<file path="src/rtl/sxc_pkg.sv">
// sxc_pkg: shared constants, state encoding and controller/datapath structs
// for the stream XOR cipher with tag. No dependencies.
package sxc_pkg;

    // splitmix64 constants
    localparam logic [63:0] GOLDEN      = 64'h9E37_79B9_7F4A_7C15;
    localparam logic [63:0] MIX_A       = 64'hBF58_476D_1CE4_E5B9;
    localparam logic [63:0] MIX_B       = 64'h94D0_49BB_1331_11EB;

    // per-message seeds derived from the session key
    localparam logic [63:0] STREAM_SALT = 64'h5354_5245_414D_5F5F;
    localparam logic [63:0] TAG_SALT    = 64'h0054_4147_5F4B_4559;

    // hash is remixed when the low index bits are all ones
    localparam logic [5:0]  REMIX_MASK  = 6'h3F;

    // default message length limit
    localparam int          MAX_BYTES_DEF = 4096;

    // controller states
    typedef enum logic [3:0] {
        S_IDLE,
        S_KS,
        S_KS_WAIT,
        S_HASH,
        S_RMX,
        S_RMX_WAIT,
        S_TAG,
        S_TAG_WAIT,
        S_DONE
    } t_state;

    // controller -> datapath commands
    typedef struct packed {
        logic accept;     // latch input transaction, seed at message start
        logic ks_start;   // advance stream state, start keystream mix
        logic hash_step;  // encipher byte, fold into hash, bump index
        logic rmx_start;  // start hash remix
        logic rmx_take;   // write remix result back to hash
        logic tag_start;  // start tag mix
        logic out_load;   // load output register
    } t_cmd;

    // datapath -> controller status
    typedef struct packed {
        logic mix_busy;
        logic mix_done;
        logic remix_due;
        logic last;
        logic out_free;
    } t_stat;

endpackage

</file>
<file path="src/rtl/sxc_mix.sv">
// sxc_mix: iterative splitmix64 finalizer on one shared 32x32 multiplier.
// Depends on sxc_pkg for the mix constants.
module sxc_mix (
    input  logic        i_clk,
    input  logic        i_rst_n,
    input  logic        i_start,
    input  logic [63:0] i_x,
    output logic        o_busy,
    output logic        o_done,
    output logic [63:0] o_result
);

    // partial product phases of one 64x64 low-half multiply
    localparam logic [1:0] PH_LL  = 2'd0;
    localparam logic [1:0] PH_LH  = 2'd1;
    localparam logic [1:0] PH_HL  = 2'd2;
    localparam logic [1:0] PH_SUM = 2'd3;

    logic        r_busy;
    logic        r_done;
    logic        r_pass;
    logic [1:0]  r_ph;
    logic [63:0] r_z;
    logic [63:0] r_prod;
    logic [63:0] r_acc;
    logic [63:0] r_res;

    logic [63:0] mul_c;
    logic [31:0] mul_a;
    logic [31:0] mul_b;
    logic [63:0] mul_p;
    logic [63:0] m_sum;

    // operand select for the shared multiplier
    always_comb begin
        mul_c = r_pass ? sxc_pkg::MIX_B : sxc_pkg::MIX_A;
        case (r_ph)
            PH_LL: begin
                mul_a = r_z[31:0];
                mul_b = mul_c[31:0];
            end
            PH_LH: begin
                mul_a = r_z[31:0];
                mul_b = mul_c[63:32];
            end
            default: begin
                mul_a = r_z[63:32];
                mul_b = mul_c[31:0];
            end
        endcase
        mul_p = 64'(mul_a) * 64'(mul_b);
        m_sum = r_acc + r_prod;
    end

    // sequencing: two multiply passes of four phases each
    always_ff @(posedge i_clk) begin
        if (!i_rst_n) begin
            r_busy <= 1'b0;
            r_done <= 1'b0;
            r_pass <= 1'b0;
            r_ph   <= PH_LL;
        end else begin
            r_done <= 1'b0;
            if (i_start && !r_busy) begin
                r_busy <= 1'b1;
                r_pass <= 1'b0;
                r_ph   <= PH_LL;
            end else if (r_busy) begin
                r_ph <= r_ph + 2'd1;
                if (r_ph == PH_SUM) begin
                    if (r_pass) begin
                        r_busy <= 1'b0;
                        r_done <= 1'b1;
                    end else begin
                        r_pass <= 1'b1;
                    end
                end
            end
        end
    end

    // datapath: xor-shift, partial products, accumulate
    always_ff @(posedge i_clk) begin
        if (i_start && !r_busy) begin
            r_z <= i_x ^ (i_x >> 30);
        end else if (r_busy) begin
            case (r_ph)
                PH_LL: begin
                    r_prod <= mul_p;
                end
                PH_LH: begin
                    r_acc  <= r_prod;
                    r_prod <= {mul_p[31:0], 32'd0};
                end
                PH_HL: begin
                    r_acc  <= m_sum;
                    r_prod <= {mul_p[31:0], 32'd0};
                end
                default: begin
                    if (!r_pass) begin
                        r_z <= m_sum ^ (m_sum >> 27);
                    end else begin
                        r_res <= m_sum ^ (m_sum >> 31);
                    end
                end
            endcase
        end
    end

    assign o_busy   = r_busy;
    assign o_done   = r_done;
    assign o_result = r_res;

endmodule

</file>
<file path="src/rtl/sxc_dp.sv">
// sxc_dp: key, keystream and hash state, byte index, output register.
// Depends on sxc_pkg; instantiates sxc_mix.
module sxc_dp #(
    parameter int MAX_BYTES = sxc_pkg::MAX_BYTES_DEF
) (
    input  logic          i_clk,
    input  logic          i_rst_n,
    input  sxc_pkg::t_cmd i_cmd,
    output sxc_pkg::t_stat o_stat,
    input  logic          i_key_we,
    input  logic [63:0]   i_key_wdata,
    input  logic          i_command,
    input  logic [7:0]    i_data_byte,
    input  logic          i_last,
    input  logic          i_out_ready,
    output logic          o_out_valid,
    output logic [7:0]    o_out_byte,
    output logic          o_tag_valid,
    output logic [63:0]   o_tag,
    output logic          o_over_length
);

    localparam int IDX_W = $clog2(MAX_BYTES + 1);

    logic [63:0]      r_key;
    logic             r_at_start;
    logic             r_ovf;
    logic [IDX_W-1:0] r_idx;
    logic [63:0]      r_stream;
    logic [63:0]      r_hash;
    logic             r_dec;
    logic [7:0]       r_data;
    logic             r_last;
    logic [7:0]       r_res_byte;
    logic             r_o_valid;
    logic [7:0]       r_o_byte;
    logic             r_o_tag_valid;
    logic [63:0]      r_o_tag;
    logic             r_o_ovf;

    logic [63:0] mix_base;
    logic [63:0] mix_x;
    logic        mix_start;
    logic        mix_busy;
    logic        mix_done;
    logic [63:0] mix_res;
    logic [7:0]  ks_byte;
    logic [7:0]  cipher;
    logic [63:0] hash_sum;
    logic [63:0] n_hash;
    logic        idx_full;
    logic        out_free;

    // mixer source: stream advance, remix, or tag over hash ^ length
    always_comb begin
        if (i_cmd.ks_start) begin
            mix_base = r_stream;
        end else if (i_cmd.rmx_start) begin
            mix_base = r_hash;
        end else begin
            mix_base = r_hash ^ 64'(r_idx);
        end
        mix_x     = mix_base + sxc_pkg::GOLDEN;
        mix_start = i_cmd.ks_start | i_cmd.rmx_start | i_cmd.tag_start;
    end

    sxc_mix u_mix (
        .i_clk    (i_clk),
        .i_rst_n  (i_rst_n),
        .i_start  (mix_start),
        .i_x      (mix_x),
        .o_busy   (mix_busy),
        .o_done   (mix_done),
        .o_result (mix_res)
    );

    // encipher and hash fold
    always_comb begin
        ks_byte  = r_data ^ mix_res[7:0];
        cipher   = r_dec ? r_data : ks_byte;
        hash_sum = {56'd0, cipher} + sxc_pkg::GOLDEN + (r_hash << 6) + (r_hash >> 2)
                 + 64'(r_idx);
        n_hash   = r_hash ^ hash_sum;
        idx_full = (r_idx >= IDX_W'(MAX_BYTES));
        out_free = !r_o_valid || i_out_ready;
    end

    // control-side registers
    always_ff @(posedge i_clk) begin
        if (!i_rst_n) begin
            r_key      <= 64'd0;
            r_at_start <= 1'b1;
            r_ovf      <= 1'b0;
            r_idx      <= '0;
            r_o_valid  <= 1'b0;
        end else begin
            if (i_key_we) begin
                r_key <= i_key_wdata;
            end
            if (i_cmd.accept && r_at_start) begin
                r_at_start <= 1'b0;
                r_ovf      <= 1'b0;
                r_idx      <= '0;
            end
            if (i_cmd.hash_step) begin
                if (idx_full) begin
                    r_ovf <= 1'b1;
                end else begin
                    r_idx <= r_idx + IDX_W'(1);
                end
            end
            if (i_cmd.out_load) begin
                r_at_start <= r_last;
                r_o_valid  <= 1'b1;
            end else if (i_out_ready) begin
                r_o_valid <= 1'b0;
            end
        end
    end

    // payload registers
    always_ff @(posedge i_clk) begin
        if (i_cmd.accept) begin
            r_dec  <= i_command;
            r_data <= i_data_byte;
            r_last <= i_last;
            if (r_at_start) begin
                r_stream <= r_key ^ sxc_pkg::STREAM_SALT;
                r_hash   <= r_key ^ sxc_pkg::TAG_SALT;
            end
        end
        if (i_cmd.ks_start) begin
            r_stream <= mix_x;
        end
        if (i_cmd.hash_step) begin
            r_hash     <= n_hash;
            r_res_byte <= ks_byte;
        end
        if (i_cmd.rmx_take) begin
            r_hash <= mix_res;
        end
        if (i_cmd.out_load) begin
            r_o_byte      <= r_res_byte;
            r_o_tag_valid <= r_last;
            r_o_tag       <= r_last ? mix_res : 64'd0;
            r_o_ovf       <= r_ovf;
        end
    end

    always_comb begin
        o_stat.mix_busy  = mix_busy;
        o_stat.mix_done  = mix_done;
        o_stat.remix_due = (r_idx[5:0] == sxc_pkg::REMIX_MASK);
        o_stat.last      = r_last;
        o_stat.out_free  = out_free;
    end

    assign o_out_valid   = r_o_valid;
    assign o_out_byte    = r_o_byte;
    assign o_tag_valid   = r_o_tag_valid;
    assign o_tag         = r_o_tag;
    assign o_over_length = r_o_ovf;

endmodule

</file>
<file path="src/rtl/sxc_ctrl.sv">
// sxc_ctrl: per-byte sequencer: keystream mix, hash fold, remix, tag, output.
// Depends on sxc_pkg for the state type and command/status structs.
module sxc_ctrl (
    input  logic           i_clk,
    input  logic           i_rst_n,
    input  logic           i_in_valid,
    output logic           o_in_ready,
    input  sxc_pkg::t_stat i_stat,
    output sxc_pkg::t_cmd  o_cmd
);

    sxc_pkg::t_state r_state;
    sxc_pkg::t_state n_state;

    // state register
    always_ff @(posedge i_clk) begin
        if (!i_rst_n) begin
            r_state <= sxc_pkg::S_IDLE;
        end else begin
            r_state <= n_state;
        end
    end

    // next state and commands
    always_comb begin
        n_state    = r_state;
        o_cmd      = '0;
        o_in_ready = 1'b0;
        unique case (r_state)
            sxc_pkg::S_IDLE: begin
                o_in_ready = 1'b1;
                if (i_in_valid) begin
                    o_cmd.accept = 1'b1;
                    n_state      = sxc_pkg::S_KS;
                end
            end
            sxc_pkg::S_KS: begin
                o_cmd.ks_start = 1'b1;
                n_state        = sxc_pkg::S_KS_WAIT;
            end
            sxc_pkg::S_KS_WAIT: begin
                if (i_stat.mix_done) begin
                    n_state = sxc_pkg::S_HASH;
                end
            end
            sxc_pkg::S_HASH: begin
                o_cmd.hash_step = 1'b1;
                if (i_stat.remix_due) begin
                    n_state = sxc_pkg::S_RMX;
                end else if (i_stat.last) begin
                    n_state = sxc_pkg::S_TAG;
                end else begin
                    n_state = sxc_pkg::S_DONE;
                end
            end
            sxc_pkg::S_RMX: begin
                o_cmd.rmx_start = 1'b1;
                n_state         = sxc_pkg::S_RMX_WAIT;
            end
            sxc_pkg::S_RMX_WAIT: begin
                if (i_stat.mix_done) begin
                    o_cmd.rmx_take = 1'b1;
                    n_state        = i_stat.last ? sxc_pkg::S_TAG : sxc_pkg::S_DONE;
                end
            end
            sxc_pkg::S_TAG: begin
                o_cmd.tag_start = 1'b1;
                n_state         = sxc_pkg::S_TAG_WAIT;
            end
            sxc_pkg::S_TAG_WAIT: begin
                if (i_stat.mix_done) begin
                    n_state = sxc_pkg::S_DONE;
                end
            end
            sxc_pkg::S_DONE: begin
                if (i_stat.out_free) begin
                    o_cmd.out_load = 1'b1;
                    n_state        = sxc_pkg::S_IDLE;
                end
            end
            default: begin
                n_state = sxc_pkg::S_IDLE;
            end
        endcase
    end

endmodule

</file>
<file path="src/rtl/stream_xor_cipher_with_tag.sv">
// stream_xor_cipher_with_tag: top level joining sequencer and datapath.
// Depends on sxc_pkg, sxc_ctrl, sxc_dp (which holds sxc_mix).
//
// Byte-serial stream cipher with a keyed 64-bit tag. Each input transaction
// carries one byte, a mode (0 encrypt, 1 decrypt) and a last mark; each
// produces exactly one output transaction with the enciphered byte, the
// tag (nonzero-meaningful only with tag_valid on the last byte) and a sticky
// over-length flag. The session key is sampled at the first byte of each
// message. Bytes are handled one at a time: each byte goes through the keystream
// mix, the hash fold and, once the output register is free, the output load
// before the next byte is accepted; every 64th byte adds the hash remix and
// the last byte adds the tag mix. The single splitmix64 unit builds each 64-bit
// multiply from three 32x32 partial products on one shared multiplier.
// A finished result waits in the output register while the next byte is accepted.
module stream_xor_cipher_with_tag #(
    parameter int MAX_BYTES = sxc_pkg::MAX_BYTES_DEF
) (
    input  logic        i_clk,
    input  logic        i_rst_n,
    input  logic        i_key_we,
    input  logic [63:0] i_key_wdata,
    input  logic        i_in_valid,
    output logic        o_in_ready,
    input  logic        i_command,
    input  logic [7:0]  i_data_byte,
    input  logic        i_last,
    output logic        o_out_valid,
    input  logic        i_out_ready,
    output logic [7:0]  o_out_byte,
    output logic        o_tag_valid,
    output logic [63:0] o_tag,
    output logic        o_over_length
);

    sxc_pkg::t_cmd  cmd;
    sxc_pkg::t_stat stat;

    sxc_ctrl u_ctrl (
        .i_clk      (i_clk),
        .i_rst_n    (i_rst_n),
        .i_in_valid (i_in_valid),
        .o_in_ready (o_in_ready),
        .i_stat     (stat),
        .o_cmd      (cmd)
    );

    sxc_dp #(
        .MAX_BYTES (MAX_BYTES)
    ) u_dp (
        .i_clk         (i_clk),
        .i_rst_n       (i_rst_n),
        .i_cmd         (cmd),
        .o_stat        (stat),
        .i_key_we      (i_key_we),
        .i_key_wdata   (i_key_wdata),
        .i_command     (i_command),
        .i_data_byte   (i_data_byte),
        .i_last        (i_last),
        .i_out_ready   (i_out_ready),
        .o_out_valid   (o_out_valid),
        .o_out_byte    (o_out_byte),
        .o_tag_valid   (o_tag_valid),
        .o_tag         (o_tag),
        .o_over_length (o_over_length)
    );

    // output register is only loaded when its transaction has gone out
    a_out_load_free: assert property (@(posedge i_clk) disable iff (!i_rst_n)
        cmd.out_load |-> stat.out_free)
        else $error("output register overwritten before transaction completed");

    // mixer is never restarted while it is working
    a_mix_idle_start: assert property (@(posedge i_clk) disable iff (!i_rst_n)
        (cmd.ks_start || cmd.rmx_start || cmd.tag_start) |-> !stat.mix_busy)
        else $error("mixer started while busy");

    // at most one mixer job is requested at a time
    a_mix_one_src: assert property (@(posedge i_clk) disable iff (!i_rst_n)
        $onehot0({cmd.ks_start, cmd.rmx_start, cmd.tag_start}))
        else $error("several mixer sources requested");

    // tag reads zero on every byte that is not the last
    a_tag_zero: assert property (@(posedge i_clk) disable iff (!i_rst_n)
        (o_out_valid && !o_tag_valid) |-> (o_tag == 64'd0))
        else $error("nonzero tag without tag_valid");

endmodule
</file>
<file path="config.mk">
export PLATFORM = sky130hd
export DESIGN_NAME = stream_xor_cipher_with_tag
export DESIGN_NICKNAME = d
export VERILOG_FILES = /design/src/rtl/sxc_pkg.sv /design/src/rtl/sxc_mix.sv /design/src/rtl/sxc_dp.sv /design/src/rtl/sxc_ctrl.sv /design/src/rtl/stream_xor_cipher_with_tag.sv
export SDC_FILE = /design/constraint.sdc
export NUM_CORES = 2
export LEC_CHECK = 0
export BUFFER_PORTS_ARGS = -buffer_cell sky130_fd_sc_hd__buf_4
export CORE_ASPECT_RATIO = 0.9
export CORE_MARGIN = 1.5
export CORE_UTILIZATION = 66
export DETAILED_ROUTE_END_ITERATION = 16
export HOLD_SLACK_MARGIN = 0.12
export PLACE_DENSITY_LB_ADDON = 0.08
export SLEW_MARGIN = 5
export SYNTH_ARGS = -nofsm -noshare
export SYNTH_HDL_FRONTEND = slang
export SYNTH_HIERARCHICAL = 1
export SYNTH_SLANG_ARGS = --single-unit
</file>
<file path="constraint.sdc">
create_clock -name i_clk -period 11.51 [get_ports i_clk]
set_clock_uncertainty 0.1 [all_clocks]
set_input_delay 1.151 -clock i_clk [delete_from_list [all_inputs] [get_ports i_clk]]
set_output_delay 1.151 -clock i_clk [all_outputs]
set_load 0.005 [all_outputs]
</file>
# Yosys cells after proc, flatten, opt, wreduce, memory -nomap -nowiden
# Index checks and enable logic that the tools add are counted.
[totals] regBits=565 inputBits=79 out_inout_bits=76
[classes] addsub=8 multipliers=1 n_lt_le_gt_ge=1 eq_ne=19 n_mux=53 bitwise_logic=15 reduce_logical=29
[ops] cell="$mux 64" count=13
[ops] cell="$pmux 64 s2" count=2
[ops] cell="$add 64x64->64" count=2
[ops] cell="$add 64x13->64" count=1
[ops] cell="$add 64x62->64" count=1
[ops] cell="$add 64x64->64 const B" count=1
[ops] cell="$add 8x64->64 const B" count=1
[ops] cell="$mul 32x32->64" count=1
[ops] cell="$mux 32" count=2
[ops] cell="$xor 64x13->64" count=1
[ops] cell="$xor 64x33->64" count=1
[ops] cell="$xor 64x34->64" count=1
[ops] cell="$xor 64x37->64" count=1
[ops] cell="$xor 64x64->64" count=1
[ops] cell="$mux 62" count=1
[ops] cell="$mux 13" count=3
[ops] cell="$pmux 4 s9" count=1
[ops] cell="$not 31->31" count=1
[ops] cell="$mux 4" count=7
[ops] cell="$not 26->26" count=1
[ops] cell="$mux 1" count=23
[ops] cell="$eq 4x3->1 const B" count=4
[ops] cell="$reduce_bool 2->1" count=7
[ops] cell="$add 13x1->13 const B" count=1
[ops] cell="other kinds (27)" count=48

# Depth between registers and ports, before layout
[logic_depth] depth_word=9 mapped_depth=39 mapped_depth_nobuf=37

# Hierarchy
# The synthesis kept the hierarchy.
[by_module_without_submodules] module="sxc_mix" instances=1 cells_each=4499 area_each_um2=44600.3 seq_area_each_um2=7787.5
[by_module_without_submodules] module="sxc_dp" instances=1 cells_each=2395 area_each_um2=22407.7 seq_area_each_um2=8207.9
[by_module_without_submodules] module="sxc_ctrl" instances=1 cells_each=48 area_each_um2=380.4 seq_area_each_um2=80.1

# Worst setup path after synthesis
# Ideal clock, no wire load.
[synth_timing] path_type="reg2reg" from="reg u_dp.u_mix.r_ph[0]" to="reg u_dp.u_mix.r_prod[58], data pin" arrival_ns=9.218 required_time_ns=11.144 path_slack_ns=1.927 path_stages_with_launch=35 n_path_buf=2 synth_period_minus_slack_ns=9.583 cell_sequence="dfxtp_1 -> inv_1 -> ha_1 -> nor2_1 -> clkbuf_1 -> buf_1 -> mux2_2 -> nand2_1 -> nor2_1 -> nor2_1 -> fa_1 -> inv_1 -> fa_1 -> fa_1 -> inv_1 -> fa_1 -> inv_1 -> fa_1 -> inv_1 -> fa_1 -> inv_1 -> fa_1 -> inv_1 -> fa_1 -> inv_1 -> ha_1 -> and3_1 -> nand3_1 -> or3_1 -> o211a_1 -> o41a_1 -> o21ai_1 -> a211o_1 -> and4b_1 -> nor3_1"
[synth_via] elab_chain_cells=5 elab_cells_between_ends=9
[synth_lines] element="start: declaration" line_no="sxc_mix.sv:22" source="logic [1:0] r_ph;"
[synth_lines] element="start signal: assignment" line_no="sxc_mix.sv:69" source="r_ph <= r_ph + 2'd1;"
[synth_lines] element="$eq 2x1->1 or $logic_not 2->1 (tied branches)" line_no="sxc_mix.sv:37, sxc_mix.sv:87"
[synth_lines] element="$reduce_or 2->1 (no source line)"
[synth_lines] element="$mux 32" line_no="sxc_mix.sv:37" source="case (r_ph)"
[synth_lines] element="$mul 32x32->64" line_no="sxc_mix.sv:51" source="mul_p = 64'(mul_a) * 64'(mul_b);"
[synth_lines] element="$pmux 64 s2 *" line_no="sxc_mix.sv:87" source="case (r_ph)"
[synth_lines] element="end signal: assignment" line_no="sxc_mix.sv:89" source="r_prod <= mul_p;"
[synth_lines] element="end signal: assignment" line_no="sxc_mix.sv:93" source="r_prod <= {mul_p[31:0], 32'd0};"
[synth_lines] element="end signal: assignment" line_no="sxc_mix.sv:97" source="r_prod <= {mul_p[31:0], 32'd0};"
[synth_lines] element="end: declaration" line_no="sxc_mix.sv:24" source="logic [63:0] r_prod;"
# Mark *: on every way between the ends. The rest lies on a longest branch, timed or not.
# A chain may end at the register's enable or synchronous reset.

# Final worst setup path
[layout_timing] from="reg u_dp.u_mix.r_ph[0]" to="reg u_dp.u_mix.r_prod[61], data pin"
# Same word-level chain as after synthesis.

==> flow_metrics.tcl <==
set metrics [dict create \
    synth_fp_nets 8429 \
    crit_path_max_incr_delay_ns 0.76 \
    cp-start-kind "flip-flop" \
    cts_tree "done" \
    rrSetupSlack_ns 0.51 \
    r2r_cells 33 \
    start_util_pct 67.0 \
    overflow 0 \
    cpMaxStageDelayCell "mux2i_1" \
    core_um2 101000 \
    grt_usage_pct 45.3 \
    status "complete, but fails checks" \
    violations "design-rule violations" \
    min_path_cells 0 \
    die-height_um 306 \
    cp_max_fo 13 \
    r2r-end "u_dp/u_mix/r_prod[61]" \
    finalCriticalPeriod_ns 11.00 \
    synth_area_um2 67400 \
    critical_path.startpoint "u_dp/u_mix/r_ph[0]" \
    routed_wl_um 236000 \
    nets 8456 \
    min_from "u_dp/r_res_byte[4]" \
    crit_type "flip-flop to flip-flop" \
    first_global_vias 52900 \
    worstMarginPinSlew_ns 1.45 \
    routabilityCongestion 1.10 \
    syn_to_final_growth_pct 6.15 \
    slew_headroom_pct 2.94 \
    dr.pass1.iters 14 \
    final_common_cell "inv_1" \
    rsz0062_at_grt "no" \
    setup_viol 0 \
    cts_buffer_depth 3 \
    final_cell_mix "inv_1, fa_1, ha_1" \
    cts.sinks 565 \
    cp.arrival_ns 11.23 \
    fin_area_um2 71500 \
    hold_viol_final 0 \
    antenna_found_initial 11 \
    avgViaCountPerCell 6.47 \
    period_share_pct 95.6 \
    max_freq_mhz 90.9 \
    worstHoldPathType "flip-flop to flip-flop" \
    crit_top_cell "fa_1" \
    hold_buffers 0 \
    wl_per_cell_um 28.3 \
    slew_viol_final 0 \
    post_cts_buffers 0 \
    num_rows 110 \
    drt_iter0_drc 7821 \
    drive_gt1_share_pct 7.79 \
    syn_avg_cell_area_um2 9.71 \
    postPlaceCellArea_um2 69800 \
    pin_count 155 \
    numPortBuffers 154 \
    hpwl_um 197000 \
    cts-root-buf "clkbuf_16" \
    required_ns 11.73 \
    clkTransAtPathRegs_ns 0.07 \
    ant_nets 0 \
    die_area_um2 104000 \
    ys_warn_count 6 \
    drv_cap 0 \
    grt_pass1_wl_um 345000 \
    die_w_um 340 \
    htreeDepth 2 \
    r2r-start "u_dp/u_mix/r_ph[0]" \
    finalSetupTns_ns 0 \
    ctsResizeCount 0 \
    syn_inst 6941 \
    via_count 54100 \
    worstSetupEndpointType "flip-flop" \
    grt_max_degree 103 \
    min_to "u_dp/o_out_byte[4]" \
    insertion_delay_ns 0.62 \
    drc 2 \
    numCtsBuffers 52 \
]
## worst max-delay path, delay by kind of cell (launching register included)
family / cells / cell delay (ns)
buf+inv: 8 / 1.30
xor+xnor: 1 / 0.22
simple gates: 7 / 1.70
flops: 1 / 0.44
compound gates: 5 / 1.30
mux: 2 / 0.85
fa+ha+maj: 10 / 4.76
## sequential cells by signal, indices dropped and copies added (netlist names), 2 cells and up
signal	cells
u_dp/r_data	8
u_dp/r_idx	13
u_dp/r_stream	64
u_dp/r_key	64
u_dp/u_mix/r_prod	64
u_dp/u_mix/r_z	64
u_dp/u_mix/r_ph	2
u_dp/o_out_byte	8
u_dp/o_tag	64
u_dp/r_hash	64
u_dp/u_mix/r_acc	64
u_dp/r_res_byte	8
u_dp/u_mix/o_result	64
u_ctrl/r_state	4
## worst max path at each step
| stage | endpoint | slack [ns] |
|---|---|---|
| 2_1_floorplan | u_dp/u_mix/r_prod[58] | 1.93 |
| 3_5_place_dp | u_dp/u_mix/r_prod[61] | 0.79 |
| 3_3_place_gp | u_dp/u_mix/r_prod[61] | 0.97 |
| 6_report | u_dp/u_mix/r_prod[61] | 0.51 |
| 5_1_grt | u_dp/u_mix/r_prod[61] | 0.27 |
| 4_1_cts | u_dp/u_mix/r_prod[61] | 0.78 |
## metrics by stage
step	utilization, %	worst slack, ns	std cells	hold WS (ns)
2_1_floorplan	-	1.93	6941	0.300
6_report	71.1	0.505	8359	0.321
5_1_grt	71.1	0.269	8355	0.324
4_1_cts	71.1	0.783	8354	0.321
3_3_place_gp	69.4	0.973	8258	0.305
3_5_place_dp	69.4	0.792	8258	0.305
## metal layers
layer  track usage, %  routed length [µm]
met1             65.4               93500
met2             62.3               94600
met3             17.1               37400
met4             15.5               10400
met5             2.13                 391
## cell type report
cell class              instances  area, µm²
repair buffers                235       1760
multi-input cells            4805      45300
inverters                    1309       4920
flip-flops and latches        565      16100
diodes                          5       12.5
well taps                    1344       1680
fillers                      7517      29100
clock buffers                  59       1370
clock inverters                37        358
Power is left out: the tool's default activity adds up to more than one toggle a clock period on the data nets, which glitch-free logic cannot reach.
